[config.mk]
export PLATFORM = sky130hd
export DESIGN_NAME = serial_decimal_command_parser_core
export DESIGN_NICKNAME = d
export VERILOG_FILES = /design/src/rtl/core/scpr_pkg.sv /design/src/rtl/core/scpr_front.sv /design/src/rtl/core/scpr_queue.sv /design/src/rtl/core/scpr_back.sv /design/src/rtl/core/serial_decimal_command_parser_core.sv
export SDC_FILE = /design/constraint.sdc
export NUM_CORES = 1
export LEC_CHECK = 0
export BUFFER_PORTS_ARGS = -buffer_cell sky130_fd_sc_hd__buf_2
export CAP_MARGIN = 15
export CORE_MARGIN = 2
export CORE_UTILIZATION = 25
export DETAILED_ROUTE_END_ITERATION = 16
export GPL_TIMING_DRIVEN = 0
export SETUP_SLACK_MARGIN = 0.02
export SYNTH_ARGS = -nofsm -noshare
export SYNTH_HDL_FRONTEND = slang
export SYNTH_SLANG_ARGS = --single-unit
[constraint.sdc]
create_clock -name clk -period 7.05 [get_ports clk]
set_input_delay 0.705 -clock clk [delete_from_list [all_inputs] [get_ports clk]]
set_output_delay 0.705 -clock clk [all_outputs]
set_load 0.02 [all_outputs]
[src/rtl/core/scpr_pkg.sv]
// ----------------------------------------------------------------------------
// scpr_pkg
// Shared types and constants of the serial decimal command parser.
// ----------------------------------------------------------------------------
package scpr_pkg;

	localparam int BUFFER_DEPTH = 30;
	localparam int COUNT_W = 5;

	localparam logic [7:0] CH_PLUS  = 8'h2b;
	localparam logic [7:0] CH_MINUS = 8'h2d;
	localparam logic [7:0] CH_ZERO  = 8'h30;
	localparam logic [7:0] CH_NINE  = 8'h39;
	localparam logic [7:0] CH_SPACE = 8'h20;
	localparam logic [7:0] CH_TAB   = 8'h09;
	localparam logic [7:0] CH_CR    = 8'h0d;
	localparam logic [7:0] CH_A     = 8'h41;
	localparam logic [7:0] CH_B     = 8'h42;
	localparam logic [7:0] CH_C     = 8'h43;
	localparam logic [7:0] CH_D     = 8'h44;
	localparam logic [7:0] CH_E     = 8'h45;
	localparam logic [7:0] CH_R     = 8'h52;

	localparam logic [15:0] LEVEL_BASE = 16'd4096;

	localparam logic [2:0] REG_DAC_STEP    = 3'd0;
	localparam logic [2:0] REG_DAC_OFFSET  = 3'd1;
	localparam logic [2:0] REG_DELTA_BIN1  = 3'd2;
	localparam logic [2:0] REG_DELTA_BIN2  = 3'd3;
	localparam logic [2:0] REG_DELTA_BIN3  = 3'd4;
	localparam logic [2:0] REG_DELTA_OTHER = 3'd5;

	typedef enum logic [2:0] {
		CMD_NONE  = 3'd0,
		CMD_RESET = 3'd1,
		CMD_A     = 3'd2,
		CMD_B     = 3'd3,
		CMD_C     = 3'd4,
		CMD_D     = 3'd5,
		CMD_E     = 3'd6
	} cmd_t;

	typedef enum logic [2:0] {
		PH_SPACE  = 3'b001,
		PH_DIGITS = 3'b010,
		PH_DONE   = 3'b100
	} phase_t;

	typedef struct packed {
		cmd_t        code;
		logic [15:0] n;
	} cmd_entry_t;

endpackage

[src/rtl/core/scpr_front.sv]
// ----------------------------------------------------------------------------
// scpr_front
// Takes received bytes, classifies them and parses the decimal argument.
// ----------------------------------------------------------------------------
module scpr_front (
	input  logic                clk,
	input  logic                arst_n,
	input  logic                in_valid,
	output logic                in_stall,
	input  logic [7:0]          rx_byte,
	input  logic                q_full,
	output logic                q_push,
	output scpr_pkg::cmd_entry_t q_entry
);
	import scpr_pkg::*;

	logic [COUNT_W-1:0] count_q;
	phase_t             phase_q;
	logic               neg_q;
	logic [15:0]        arg_q;

	cmd_t               code;
	logic               is_data;
	logic               is_digit;
	logic               is_ws;
	logic [15:0]        arg_next;
	phase_t             phase_next;
	logic               neg_next;
	logic               accum;

	assign in_stall = q_full;
	assign q_push   = in_valid && !q_full;

	assign is_digit = (rx_byte >= CH_ZERO) && (rx_byte <= CH_NINE);
	assign is_ws    = (rx_byte == CH_SPACE) || ((rx_byte >= CH_TAB) && (rx_byte <= CH_CR));

	always_comb begin
		is_data = 1'b0;
		unique case (rx_byte)
			CH_PLUS: code = CMD_RESET;
			CH_A:    code = CMD_A;
			CH_B:    code = CMD_B;
			CH_C:    code = CMD_C;
			CH_D:    code = CMD_D;
			CH_E:    code = CMD_E;
			CH_R:    code = CMD_NONE;
			default: begin
				code    = CMD_NONE;
				is_data = 1'b1;
			end
		endcase
	end

	always_comb begin
		phase_next = phase_q;
		neg_next   = neg_q;
		accum      = 1'b0;
		unique case (phase_q)
			PH_SPACE: begin
				if (is_ws) begin
					phase_next = PH_SPACE;
				end else if (rx_byte == CH_MINUS) begin
					neg_next   = 1'b1;
					phase_next = PH_DIGITS;
				end else if (is_digit) begin
					phase_next = PH_DIGITS;
					accum      = 1'b1;
				end else begin
					phase_next = PH_DONE;
				end
			end
			PH_DIGITS: begin
				if (is_digit) begin
					accum = 1'b1;
				end else begin
					phase_next = PH_DONE;
				end
			end
			PH_DONE: phase_next = PH_DONE;
			default: phase_next = PH_DONE;
		endcase
	end

	assign arg_next = (arg_q << 3) + (arg_q << 1) + {8'd0, rx_byte - CH_ZERO};

	assign q_entry.code = code;
	assign q_entry.n    = neg_q ? (16'd0 - arg_q) : arg_q;

	always_ff @(posedge clk or negedge arst_n) begin
		if (!arst_n) begin
			count_q <= '0;
			phase_q <= PH_SPACE;
			neg_q   <= 1'b0;
			arg_q   <= '0;
		end else if (q_push) begin
			if (code == CMD_RESET) begin
				count_q <= '0;
				phase_q <= PH_SPACE;
				neg_q   <= 1'b0;
				arg_q   <= '0;
			end else if (is_data && (count_q < COUNT_W'(BUFFER_DEPTH))) begin
				count_q <= count_q + 1'b1;
				phase_q <= phase_next;
				neg_q   <= neg_next;
				if (accum) begin
					arg_q <= arg_next;
				end
			end
		end
	end

endmodule

[src/rtl/core/scpr_queue.sv]
// ----------------------------------------------------------------------------
// scpr_queue
// Two-entry queue of classified commands between front and back.
// ----------------------------------------------------------------------------
module scpr_queue (
	input  logic                 clk,
	input  logic                 arst_n,
	input  logic                 push,
	input  scpr_pkg::cmd_entry_t push_entry,
	output logic                 full,
	input  logic                 pop,
	output logic                 empty,
	output scpr_pkg::cmd_entry_t head
);
	import scpr_pkg::*;

	cmd_entry_t  entries_q [2];
	logic        wr_ptr_q;
	logic        rd_ptr_q;
	logic [1:0]  count_q;

	assign full  = (count_q == 2'd2);
	assign empty = (count_q == 2'd0);
	assign head  = entries_q[rd_ptr_q];

	always_ff @(posedge clk) begin
		if (push) begin
			entries_q[wr_ptr_q] <= push_entry;
		end
	end

	always_ff @(posedge clk or negedge arst_n) begin
		if (!arst_n) begin
			wr_ptr_q <= 1'b0;
			rd_ptr_q <= 1'b0;
			count_q  <= '0;
		end else begin
			if (push) begin
				wr_ptr_q <= !wr_ptr_q;
			end
			if (pop) begin
				rd_ptr_q <= !rd_ptr_q;
			end
			if (push && !pop) begin
				count_q <= count_q + 2'd1;
			end else if (pop && !push) begin
				count_q <= count_q - 2'd1;
			end
		end
	end

endmodule

[src/rtl/core/scpr_back.sv]
// ----------------------------------------------------------------------------
// scpr_back
// Carries out queued commands and holds the result register and settings.
// ----------------------------------------------------------------------------
module scpr_back (
	input  logic                 clk,
	input  logic                 arst_n,
	input  logic                 cfg_we,
	input  logic [2:0]           cfg_index,
	input  logic [15:0]          cfg_data,
	input  logic                 q_empty,
	input  scpr_pkg::cmd_entry_t q_head,
	output logic                 q_pop,
	output logic                 out_valid,
	input  logic                 out_stall,
	output logic signed [15:0]   dac_level,
	output logic [7:0]           test_type,
	output logic [7:0]           binning_value,
	output logic [15:0]          selected_delta,
	output logic                 half_lines_mode,
	output logic [2:0]           command_seen
);
	import scpr_pkg::*;

	logic [15:0] step_q;
	logic [15:0] offset_q;
	logic [15:0] delta1_q;
	logic [15:0] delta2_q;
	logic [15:0] delta3_q;
	logic [15:0] delta_other_q;

	logic        valid_q;
	logic [15:0] level_q;
	logic [7:0]  type_q;
	logic [7:0]  bin_q;
	logic [15:0] delta_q;
	logic        mode_q;
	cmd_t        code_q;

	logic [31:0] prod;
	logic [15:0] scaled;
	logic [7:0]  bin_new;
	logic [15:0] delta_new;

	assign q_pop = !q_empty && (!valid_q || !out_stall);

	assign prod    = 32'(q_head.n) * 32'(step_q);
	assign scaled  = prod[15:0] + offset_q;
	assign bin_new = q_head.n[7:0];

	always_comb begin
		case (bin_new)
			8'd1:    delta_new = delta1_q;
			8'd2:    delta_new = delta2_q;
			8'd3:    delta_new = delta3_q;
			default: delta_new = delta_other_q;
		endcase
	end

	always_ff @(posedge clk or negedge arst_n) begin
		if (!arst_n) begin
			step_q        <= 16'd1;
			offset_q      <= '0;
			delta1_q      <= '0;
			delta2_q      <= '0;
			delta3_q      <= '0;
			delta_other_q <= '0;
		end else if (cfg_we) begin
			unique case (cfg_index)
				REG_DAC_STEP:    step_q        <= cfg_data;
				REG_DAC_OFFSET:  offset_q      <= cfg_data;
				REG_DELTA_BIN1:  delta1_q      <= cfg_data;
				REG_DELTA_BIN2:  delta2_q      <= cfg_data;
				REG_DELTA_BIN3:  delta3_q      <= cfg_data;
				REG_DELTA_OTHER: delta_other_q <= cfg_data;
				default: ;
			endcase
		end
	end

	always_ff @(posedge clk or negedge arst_n) begin
		if (!arst_n) begin
			valid_q <= 1'b0;
			level_q <= LEVEL_BASE;
			type_q  <= '0;
			bin_q   <= 8'd1;
			delta_q <= '0;
			mode_q  <= 1'b0;
			code_q  <= CMD_NONE;
		end else begin
			if (q_pop) begin
				valid_q <= 1'b1;
				code_q  <= q_head.code;
				unique case (q_head.code)
					CMD_A: level_q <= LEVEL_BASE - scaled;
					CMD_B: type_q  <= q_head.n[7:0];
					CMD_C: begin
						bin_q   <= bin_new;
						delta_q <= delta_new;
					end
					CMD_D: mode_q <= 1'b0;
					CMD_E: mode_q <= 1'b1;
					default: ;
				endcase
			end else if (!out_stall) begin
				valid_q <= 1'b0;
			end
		end
	end

	assign out_valid       = valid_q;
	assign dac_level       = level_q;
	assign test_type       = type_q;
	assign binning_value   = bin_q;
	assign selected_delta  = delta_q;
	assign half_lines_mode = mode_q;
	assign command_seen    = code_q;

endmodule

[src/rtl/core/serial_decimal_command_parser_core.sv]
// ----------------------------------------------------------------------------
// serial_decimal_command_parser_core
// Parses received serial bytes into a decimal argument and applies commands.
// ----------------------------------------------------------------------------
// usage:
// input channel in_valid/in_stall carries one received byte per transaction.
// output channel out_valid/out_stall returns one result transaction per byte:
// the current dac level, test type, binning, delta, line mode and a code
// for the byte just taken.
// settings are written through cfg_we/cfg_index/cfg_data while idle.
// out_valid rises once the byte has passed the queue entry and the back's
// result register; one byte per cycle is sustained while out_stall is low, as
// the front parse and back command update (one 16x16 multiply) add no waits.
// a two-entry queue sits between front and back; when the receiver stalls
// the result holds, the queue fills and in_stall rises after two more bytes.
// reset clears the argument, sets level to 4096, binning to 1, step to 1, the
// parse phase to space and other control state to zero; queue data is not reset.
// ----------------------------------------------------------------------------
module serial_decimal_command_parser_core (
	input  logic               clk,
	input  logic               arst_n,
	input  logic               cfg_we,
	input  logic [2:0]         cfg_index,
	input  logic [15:0]        cfg_data,
	input  logic               in_valid,
	output logic               in_stall,
	input  logic [7:0]         rx_byte,
	output logic               out_valid,
	input  logic               out_stall,
	output logic signed [15:0] dac_level,
	output logic [7:0]         test_type,
	output logic [7:0]         binning_value,
	output logic [15:0]        selected_delta,
	output logic               half_lines_mode,
	output logic [2:0]         command_seen
);
	import scpr_pkg::*;

	logic       q_push;
	logic       q_pop;
	logic       q_full;
	logic       q_empty;
	cmd_entry_t push_entry;
	cmd_entry_t head;

	scpr_front u_front (
		.clk      (clk),
		.arst_n   (arst_n),
		.in_valid (in_valid),
		.in_stall (in_stall),
		.rx_byte  (rx_byte),
		.q_full   (q_full),
		.q_push   (q_push),
		.q_entry  (push_entry)
	);

	scpr_queue u_queue (
		.clk        (clk),
		.arst_n     (arst_n),
		.push       (q_push),
		.push_entry (push_entry),
		.full       (q_full),
		.pop        (q_pop),
		.empty      (q_empty),
		.head       (head)
	);

	scpr_back u_back (
		.clk             (clk),
		.arst_n          (arst_n),
		.cfg_we          (cfg_we),
		.cfg_index       (cfg_index),
		.cfg_data        (cfg_data),
		.q_empty         (q_empty),
		.q_head          (head),
		.q_pop           (q_pop),
		.out_valid       (out_valid),
		.out_stall       (out_stall),
		.dac_level       (dac_level),
		.test_type       (test_type),
		.binning_value   (binning_value),
		.selected_delta  (selected_delta),
		.half_lines_mode (half_lines_mode),
		.command_seen    (command_seen)
	);

endmodule

# After elaboration in Yosys (flattened, before gate mapping)
# Memory sizes are Yosys's and may differ from the RTL's.
# Index checks and enable logic that the tools add are counted.
dict set report op_classes {
  n_reduce_logical 40
  multipliers 1
  order_cmp 5
  shift 0
  eq_ne 29
  muxes 32
  add_sub_neg 9
  n_div 0
  bitwise 0
}
# operator n
set ops {}
lappend ops {{16-bit two-way mux} 4}
lappend ops {{8-bit by 7-bit == test with 1-bit output (second input constant)} 6}
lappend ops {{16-bit one-hot mux with 3 select lines} 1}
lappend ops {{16-bit adder} 2}
lappend ops {{8-bit by 6-bit == test with 1-bit output (second input constant)} 3}
lappend ops {{2-bit AND reduction} 11}
lappend ops {{3-bit two-way mux} 6}
lappend ops {{3-bit one-hot mux with 6 select lines} 1}
lappend ops {{16-bit by 8-bit adder with 16-bit output} 1}
lappend ops {{8-bit by 2-bit == test with 1-bit output (second input constant)} 2}
lappend ops {{16-bit by 16-bit multiplier with 16-bit output} 1}
lappend ops {{1-bit by 16-bit subtractor with 16-bit output (first input constant)} 1}
lappend ops {{13-bit by 16-bit subtractor with 16-bit output (first input constant)} 1}
lappend ops {{3-bit by 2-bit == test with 1-bit output (second input constant)} 5}
lappend ops {{3-bit == test (second input constant)} 5}
lappend ops {{1-bit two-way mux} 13}
lappend ops {{2-bit nonzero test} 6}
lappend ops {{5-bit two-way mux} 2}
lappend ops {{3-bit by 1-bit == test with 1-bit output (second input constant)} 3}
lappend ops {{8-bit by 1-bit == test with 1-bit output (second input constant)} 1}
lappend ops {{8-bit by 4-bit greater-or-equal comparator with 1-bit output (second input constant)} 1}
lappend ops {{8-bit by 6-bit greater-or-equal comparator with 1-bit output (second input constant)} 1}
lappend ops {{8-bit by 4-bit <= comparator with 1-bit output (second input constant)} 1}
lappend ops {{8-bit by 6-bit <= comparator with 1-bit output (second input constant)} 1}
lappend ops {{other kinds (20)} 37}
dict set report word_totals {
  in_bits 32
  output_inout_bits 54
  latch_bits 0
  ff_bits 178
  ramBits 38
  rom_bits 0
  mem_count 1
}
# memory depth width rd rd_ports_with_merged_regs wr line
set memory_table {}
lappend memory_table {u_queue.entries_q 2 19 1 0 1 scpr_queue.sv:17} ;# cmd_entry_t entries_q [2];

# Longest topological paths before layout
# Gate-level depths: netlist of the first run.
dict set report depth {
  word_depth 9
  depth_mapped 26
}

# Cells and area by module
# Synthesis of the first run repeated with hierarchy kept, for this count alone.
dict set report hier_totals {
  hier_cells 1418
  area_unflattened_um2 15177.1
}
# module cells_per_inst seq_area_each_um2 n_inst area_per_inst_um2
set by_module_without_submodules {}
lappend by_module_without_submodules {scpr_back 1039 3732.3 1 10789.1}
lappend by_module_without_submodules {scpr_front 304 626.9 1 2750.1}
lappend by_module_without_submodules {scpr_queue 75 1241.2 1 1637.8}

# Worst setup path after synthesis of the first run
# Ideal clock, no wire load.
dict set report synth_timing {
  path_kind {reg-to-reg}
  start {register u_queue.rd_ptr_q}
  end {register u_back.level_q[15], in the netlist u_back.dac_level[15]}
  arrival_time_ps 6005
  path_slack_ps 910
  stages_incl_launch_ff 23
  setup_time_ps 135
  n_path_buf 4
  path_cell_list {dfrtp_1 -> buf_2 -> buf_2 -> mux2_2 -> clkbuf_1 -> clkbuf_1 -> and2_1 -> fa_1 -> fa_1 -> inv_1 -> fa_1 -> inv_1 -> fa_1 -> fa_1 -> fa_1 -> xor2_1 -> xnor2_1 -> xnor2_1 -> xnor2_1 -> xnor2_1 -> xnor3_1 -> xnor2_1 -> o21ai_0}
}
dict set report synth_between {
  elab_chain_len 4
  word_cells_on_any_way 6
}
# item line
set synth_lines {}
lappend synth_lines {{from (decl)} scpr_queue.sv:19} ;# logic rd_ptr_q;
lappend synth_lines {{from (signal assigned)} scpr_queue.sv:42} ;# rd_ptr_q <= !rd_ptr_q;
lappend synth_lines {{memory read 2 x 19 bit (*)} -}
lappend synth_lines {{16-bit by 16-bit multiplier with 16-bit output} scpr_back.sv:47} ;# assign prod = 32'(q_head.n) * 32'(step_q);
lappend synth_lines {{16-bit adder} scpr_back.sv:48} ;# assign scaled = prod[15:0] + offset_q;
lappend synth_lines {{13-bit by 16-bit subtractor with 16-bit output} scpr_back.sv:95} ;# CMD_A: level_q <= LEVEL_BASE - scaled;
lappend synth_lines {{to (signal assigned)} scpr_back.sv:95}
lappend synth_lines {{to (decl)} scpr_back.sv:33} ;# logic [15:0] level_q;
# Mark *: on every way between the ends. The rest lies on a longest branch, timed or not.
# A chain may end at the register's enable or synchronous reset.

# Worst setup path after layout of the first run
# Same ends and word-level chain as after synthesis.

==> results of run 1 <==
==> kinds of logic (layout without fill, tap and decap cells) <==
group | after synthesis | count (layout) | synth area share, %
AO/OA/AOI/OAI | 177 | 177 | 7.17
XOR/XNOR | 76 | 76 | 4.63
adder cells (fa/ha/maj) | 196 | 196 | 21.8
buffers and inverters | 234 | 358 | 6.26
flip-flops | 216 | 216 | 38.2
multiplexers | 148 | 148 | 11.2
AND/OR/NAND/NOR | 329 | 329 | 10.8
==> per-stage QoR <==
stage | utilization [%] | setup TNS [ns] | instances | hold slack, ns
2_1_floorplan | - | 0 | 1376 | 0.409
3_3_place_gp | 27.7 | -0.248 | 2223 | 0.460
3_5_place_dp | 27.9 | -0.447 | 2227 | 0.465
4_1_cts | 29.2 | 0 | 2267 | 0.125
5_1_grt | 29.2 | 0 | 2265 | 0.147
6_report | 29.2 | 0 | 2265 | 0.128
==> cell usage in the layout, fill, tap and decap left out, drive strengths merged, types with 38 or more instances in the layout <==
cell type	n
inv	185
dfrtp	174
nand2	170
mux2	125
buf	102
fa	100
ha	96
o21ai	75
and2	64
clkbuf	55
xnor2	52
edfxtp	38
==> area by class of cell <==
type	count	area, um^2
plain buffers	47	216
clock buffers	24	601
clock inverters	18	173
fillers	5959	40900
inverters	183	687
multi-input cells	926	8160
flip-flops and latches	216	5600
well taps	765	957
repair buffers	86	485
==> flip-flops by register name, summed over array words and instances (netlist names), 16 cells and up <==
register,flops
u_queue.entries_q,38
u_back.delta_other_q,16
u_back.step_q,16
u_back.dac_level,16
u_back.selected_delta,16
u_back.delta3_q,16
u_back.delta1_q,16
u_back.offset_q,16
u_front.arg_q,16
u_back.delta2_q,16
==> per-layer routing <==
metal / global-route usage, % / part of all wire, %
met4: 4.19 / 3.1
met3: 1.80 / 3.6
met5: 0 / 0.10
met2: 21.1 / 52
met1: 14.0 / 41
==> worst max-delay path, stage by stage (launching register included) <==
cell     delay, ns
dfrtp_1       0.32
buf_2         0.24
buf_2         0.32
mux2_2        0.62
and2_1        0.28
fa_1          0.46
fa_1          0.55
inv_1         0.05
fa_1          0.47
inv_1         0.06
fa_1          0.50
fa_1          0.52
fa_1          0.48
xor2_1        0.17
xnor2_1       0.20
xnor2_1       0.16
xnor2_1       0.16
xnor2_1       0.16
xnor3_1       0.45
xnor2_1       0.27
o21ai_0       0.10
==> worst max path at each step <==
stage                            startpoint                          endpoint  slack (ns)  cells after the start
3_5_place_dp   u_queue.rd_ptr_q$_DFFE_PN0P_  u_back.dac_level[15]$_DFFE_PN0P_       -0.36                     26
5_1_grt        u_queue.rd_ptr_q$_DFFE_PN0P_  u_back.dac_level[15]$_DFFE_PN0P_        0.05                     20
4_1_cts        u_queue.rd_ptr_q$_DFFE_PN0P_  u_back.dac_level[15]$_DFFE_PN0P_        0.13                     25
6_report       u_queue.rd_ptr_q$_DFFE_PN0P_  u_back.dac_level[15]$_DFFE_PN0P_        0.36                     20
2_1_floorplan  u_queue.rd_ptr_q$_DFFE_PN0P_  u_back.dac_level[15]$_DFFE_PN0P_        0.91                     22
3_3_place_gp   u_queue.rd_ptr_q$_DFFE_PN0P_  u_back.dac_level[15]$_DFFE_PN0P_       -0.25                     22
==> metrics, run 1 <==
chip height around 250 um; clock-pin slew on the worst setup and hold paths roughly 0.06 ns; crit-path max FO 23; Post-synth top cells 183 x inv_1, 174 x dfrtp_1, 170 x nand2_1; R2R Setup Slk 0.36 ns; ANT cells 0; total of max-cap violations 0; GRT overflow 0; hpwl dp 28000 um; Critical R2R Capture u_back.dac_level[15]$_DFFE_PN0P_; Root Buffer clkbuf_16; total CTS buffers 23; total core area around 58000 um^2; crit path DAT around 7.1 ns; area of the die just over 60000 um^2; RSZ-0062 raised after global routing no; Mapped Nets 1604; Initial DRC Count about 470; critical path endpoint category register; Worst Hold Class input port to asynchronous set/reset pin; Hold Buf Count CTS 0; synthesized area per cell approximately 11 um^2; Synth top area share between 20% and 30%; H-Tree Depth 1; Routed Wire Length around 35000 um; Worst slew margin between 20% and 30%; GPL Wtd Cong around 0.83; fmax 150 MHz; Mapped Area 14700 um^2; Clock Skew between 0.01 and 0.015 ns; placed cell areas 16100 um^2; largest net degree at the start of global routing 112; setup bufs post-CTS 0; worst-skew pair later-pin latency roughly 0.54 ns; # IOs 86; Worst Reg-to-Reg Cells 20; Total Routing Usage GR roughly an eighth; kind of critical path register to register; max-slew violations 0; largest cells by area after synthesis dfrtp_1 30%, fa_1 14%, mux2_2 9.6%, ha_1 8.2%, edfxtp_1 7.8%; Area Overhead vs Synth 15.1%; Yosys top cell by area dfrtp_1; final instance area approximately 17000 um^2; worst reg2reg path startpoint u_queue.rd_ptr_q$_DFFE_PN0P_; DRC Markers 0; Post-synth ARST share between 80 and 90%; # setup viols final 0; initial antenna violation count 3; IO Port Bufs 82; Cells after Synth 1376; post-CTS sizing 0; WP data required between 7 and 8 ns; top-count cell post-synth inv_1; die span in x roughly 250 um; first-pass GRT wire length between 50000 and 60000 um; TritonCTS clock tree built; Final min period about 6.7 ns; DR WL/cell 15.5 um; DR vias 9995; clock buffer depth 3; Worst-Margin Slew ~1.2 ns; Antenna Nets Post-Route 0; pre-CTS WS -0.360 ns; number of library cell types mapped by synthesis 56; clock tree sinks approximately 220; share of cells above drive strength 1 a little under a fifth; CP startpoint kind register; EDFF count, synth 38; Final period util between 90% and 100%; Synth Warn # 0; hold violation total from the final report 0; Initial Util between 20 and 30%; register bit total from synthesis between 200 and 250; drt via density 4.41; Seq/Total Area, Yosys between 30% and 40%; fin nets ~1700; Top FF cell, synth dfrtp_1; number of global-route vias before repair 10500; # rows slightly below 90; PnR worst setup slack 0.364 ns; status finished clean; drt first pass iters 4
Power of run 1 is not shown: default switching activity piles up to over one toggle a cycle in this logic, so the estimate is an artifact.
==> run 2: changes to the inputs <==
- MAX_ROUTING_LAYER: default -> met4
- SKIP_LAST_GASP: default -> 1
==> run 2 against run 1 <==
- register-to-register slack is essentially flat
- via count shrank 0.63%
- global-route usage grew 0.35 points
- routed wire length is essentially flat
- clock skew shrank 0.00078 ns
- highest routed layer is now met4
- critical path type unchanged
- critical endpoint unchanged
- largest cell class unchanged
==> metrics, run 2 (synthesis results as in run 1) <==
largest net degree at the start of global routing between 100 and 150; first-pass GRT wire length about 56000 um; crit path DAT 7.07 ns; fin nets between 1500 and 2000; WP depth 20; Clock Skew ~0.012 ns; Core Util, Final just under 30%; filler cell count just under 6000; total of max-cap violations 0; Final min period about 6.7 ns; max-slew violations 0; final instance area 16900 um^2; kind of critical path register to register; Worst Hold Class input port to asynchronous set/reset pin; Total Routing Usage GR approximately an eighth; max FFs per register 38; slowest stage delay, CP between 0.6 and 0.7 ns; clock tree sinks roughly 220; DR WL/cell 15.4 um; initial antenna violation count 3; CP startpoint kind register; Worst slew margin between 10% and 20%; Reg area roughly 5600 um^2; commonest non-fill, non-tap cell in the layout inv_1; Initial Util between 20% and 30%; hold violation total from the final report 0; total core area 57800 um^2; hpwl dp 28000 um; GPL Wtd Cong ~0.84; Reg with most FFs u_queue.entries_q; Worst-Margin Slew approximately 1.2 ns; H-Tree Depth 1; fmax roughly 150 MHz; Routed Wire Length ~35000 um; Antenna Nets Post-Route 0; worst path cell trace buf_2 > buf_2 > mux2_2 > and2_1 > fa_1 > fa_1 > inv_1 > fa_1 > inv_1 > fa_1 > fa_1 > fa_1 > xor2_1 > xnor2_1 > xnor2_1 > xnor2_1 > xnor2_1 > xnor3_1 > xnor2_1 > o21ai_0; DRC Markers 0; Root Buffer clkbuf_16; Initial DRC Count roughly 570; Area Overhead vs Synth 15.1%; status finished clean; placed cell areas around 16000 um^2; Final period util between 90 and 100%; worst-skew pair later-pin latency 0.53 ns; clock buffer depth 3; crit path buf inv count 4; IO Port Bufs 82; crit-path max FO 23; CP top delay family adder cells; # IOs 86; area occupied by multi-input gates ~8000 um^2; number of global-route vias before repair ~10000; Inst Count DP roughly 2200; chip height between 200 and 250 um; # setup viols final 0; drt first pass iters 5; Crit-path slowest cell mux2_2; most frequent CP cell fa_1; GRT overflow 0; RSZ-0062 raised after global routing no; share of cells above drive strength 1 between 10% and 20%; # rows 88; setup bufs post-CTS 0; clock-pin slew on the worst setup and hold paths about 0.060 ns; WP data required ~7.4 ns; TritonCTS clock tree built; drt via density approximately 4.4; DR vias 9932; Worst Reg-to-Reg Cells 20; total CTS buffers 23; die span in x ~250 um; area of the die a little over 60000 um^2; most frequent cells in the layout 183 x inv_1, 174 x dfrtp_1, 170 x nand2_1, 125 x mux2_2, 100 x fa_1; fin cells ~2300; critical path endpoint category register
-- run 2: final timing paths --
kind | start | to | slack [ns]
hold / removal | arst_n | u_back.selected_delta[11]$_DFFE_PN0P_ | 0.13
max in group asynchronous | arst_n | u_back.dac_level[15]$_DFFE_PN0P_ | 5.93
setup reg to reg | u_queue.rd_ptr_q$_DFFE_PN0P_ | u_back.dac_level[15]$_DFFE_PN0P_ | 0.37
hold reg to reg | u_back.command_seen[1]$_DFFE_PN0P_ | u_back.command_seen[1]$_DFFE_PN0P_ | 0.47
setup / recovery | u_queue.rd_ptr_q$_DFFE_PN0P_ | u_back.dac_level[15]$_DFFE_PN0P_ | 0.37
min in group clk | out_stall | u_back.out_valid$_DFFE_PN0P_ | 0.40
-- run 2: final cells by class --
type / instances / share of cell area [%]
clock inverters: 18 / 1.02
flip-flops and latches: 216 / 33.2
plain buffers: 47 / 1.28
inverters: 183 / 4.07
diodes: 3 / 0.0445
repair buffers: 86 / 2.87
clock buffers: 24 / 3.56
multi-input cells: 926 / 48.3
well taps: 765 / 5.67
-- run 2: stage by stage --
step | worst slack, ns | TNS, ns | hold slack, ns
final | 0.374 | 0 | 0.128
after CTS | 0.125 | 0 | 0.125
after global routing | 0.0651 | 0 | 0.146
after global placement | -0.248 | -0.248 | 0.460
after detailed placement | -0.360 | -0.447 | 0.465
after floorplan | 0.910 | 0 | 0.409
-- run 2: what timing repair did --
action,4_1_cts,5_1_grt
resized for setup,0,1
hold buffers,0,0
endpoints found under the setup margin,2,2
-- run 2: layer usage --
metal	track usage (%)	wire length, um	vias to the layer above	share of wire [%]
li1	-	-	4749	-
met1	13.9	14400	4967	41
met2	21.1	18100	160	52
met3	1.93	1330	56	3.8
met4	4.31	1110	0	3.2
met5	-	0	-	0
Power of run 2 is left out for the same reason.
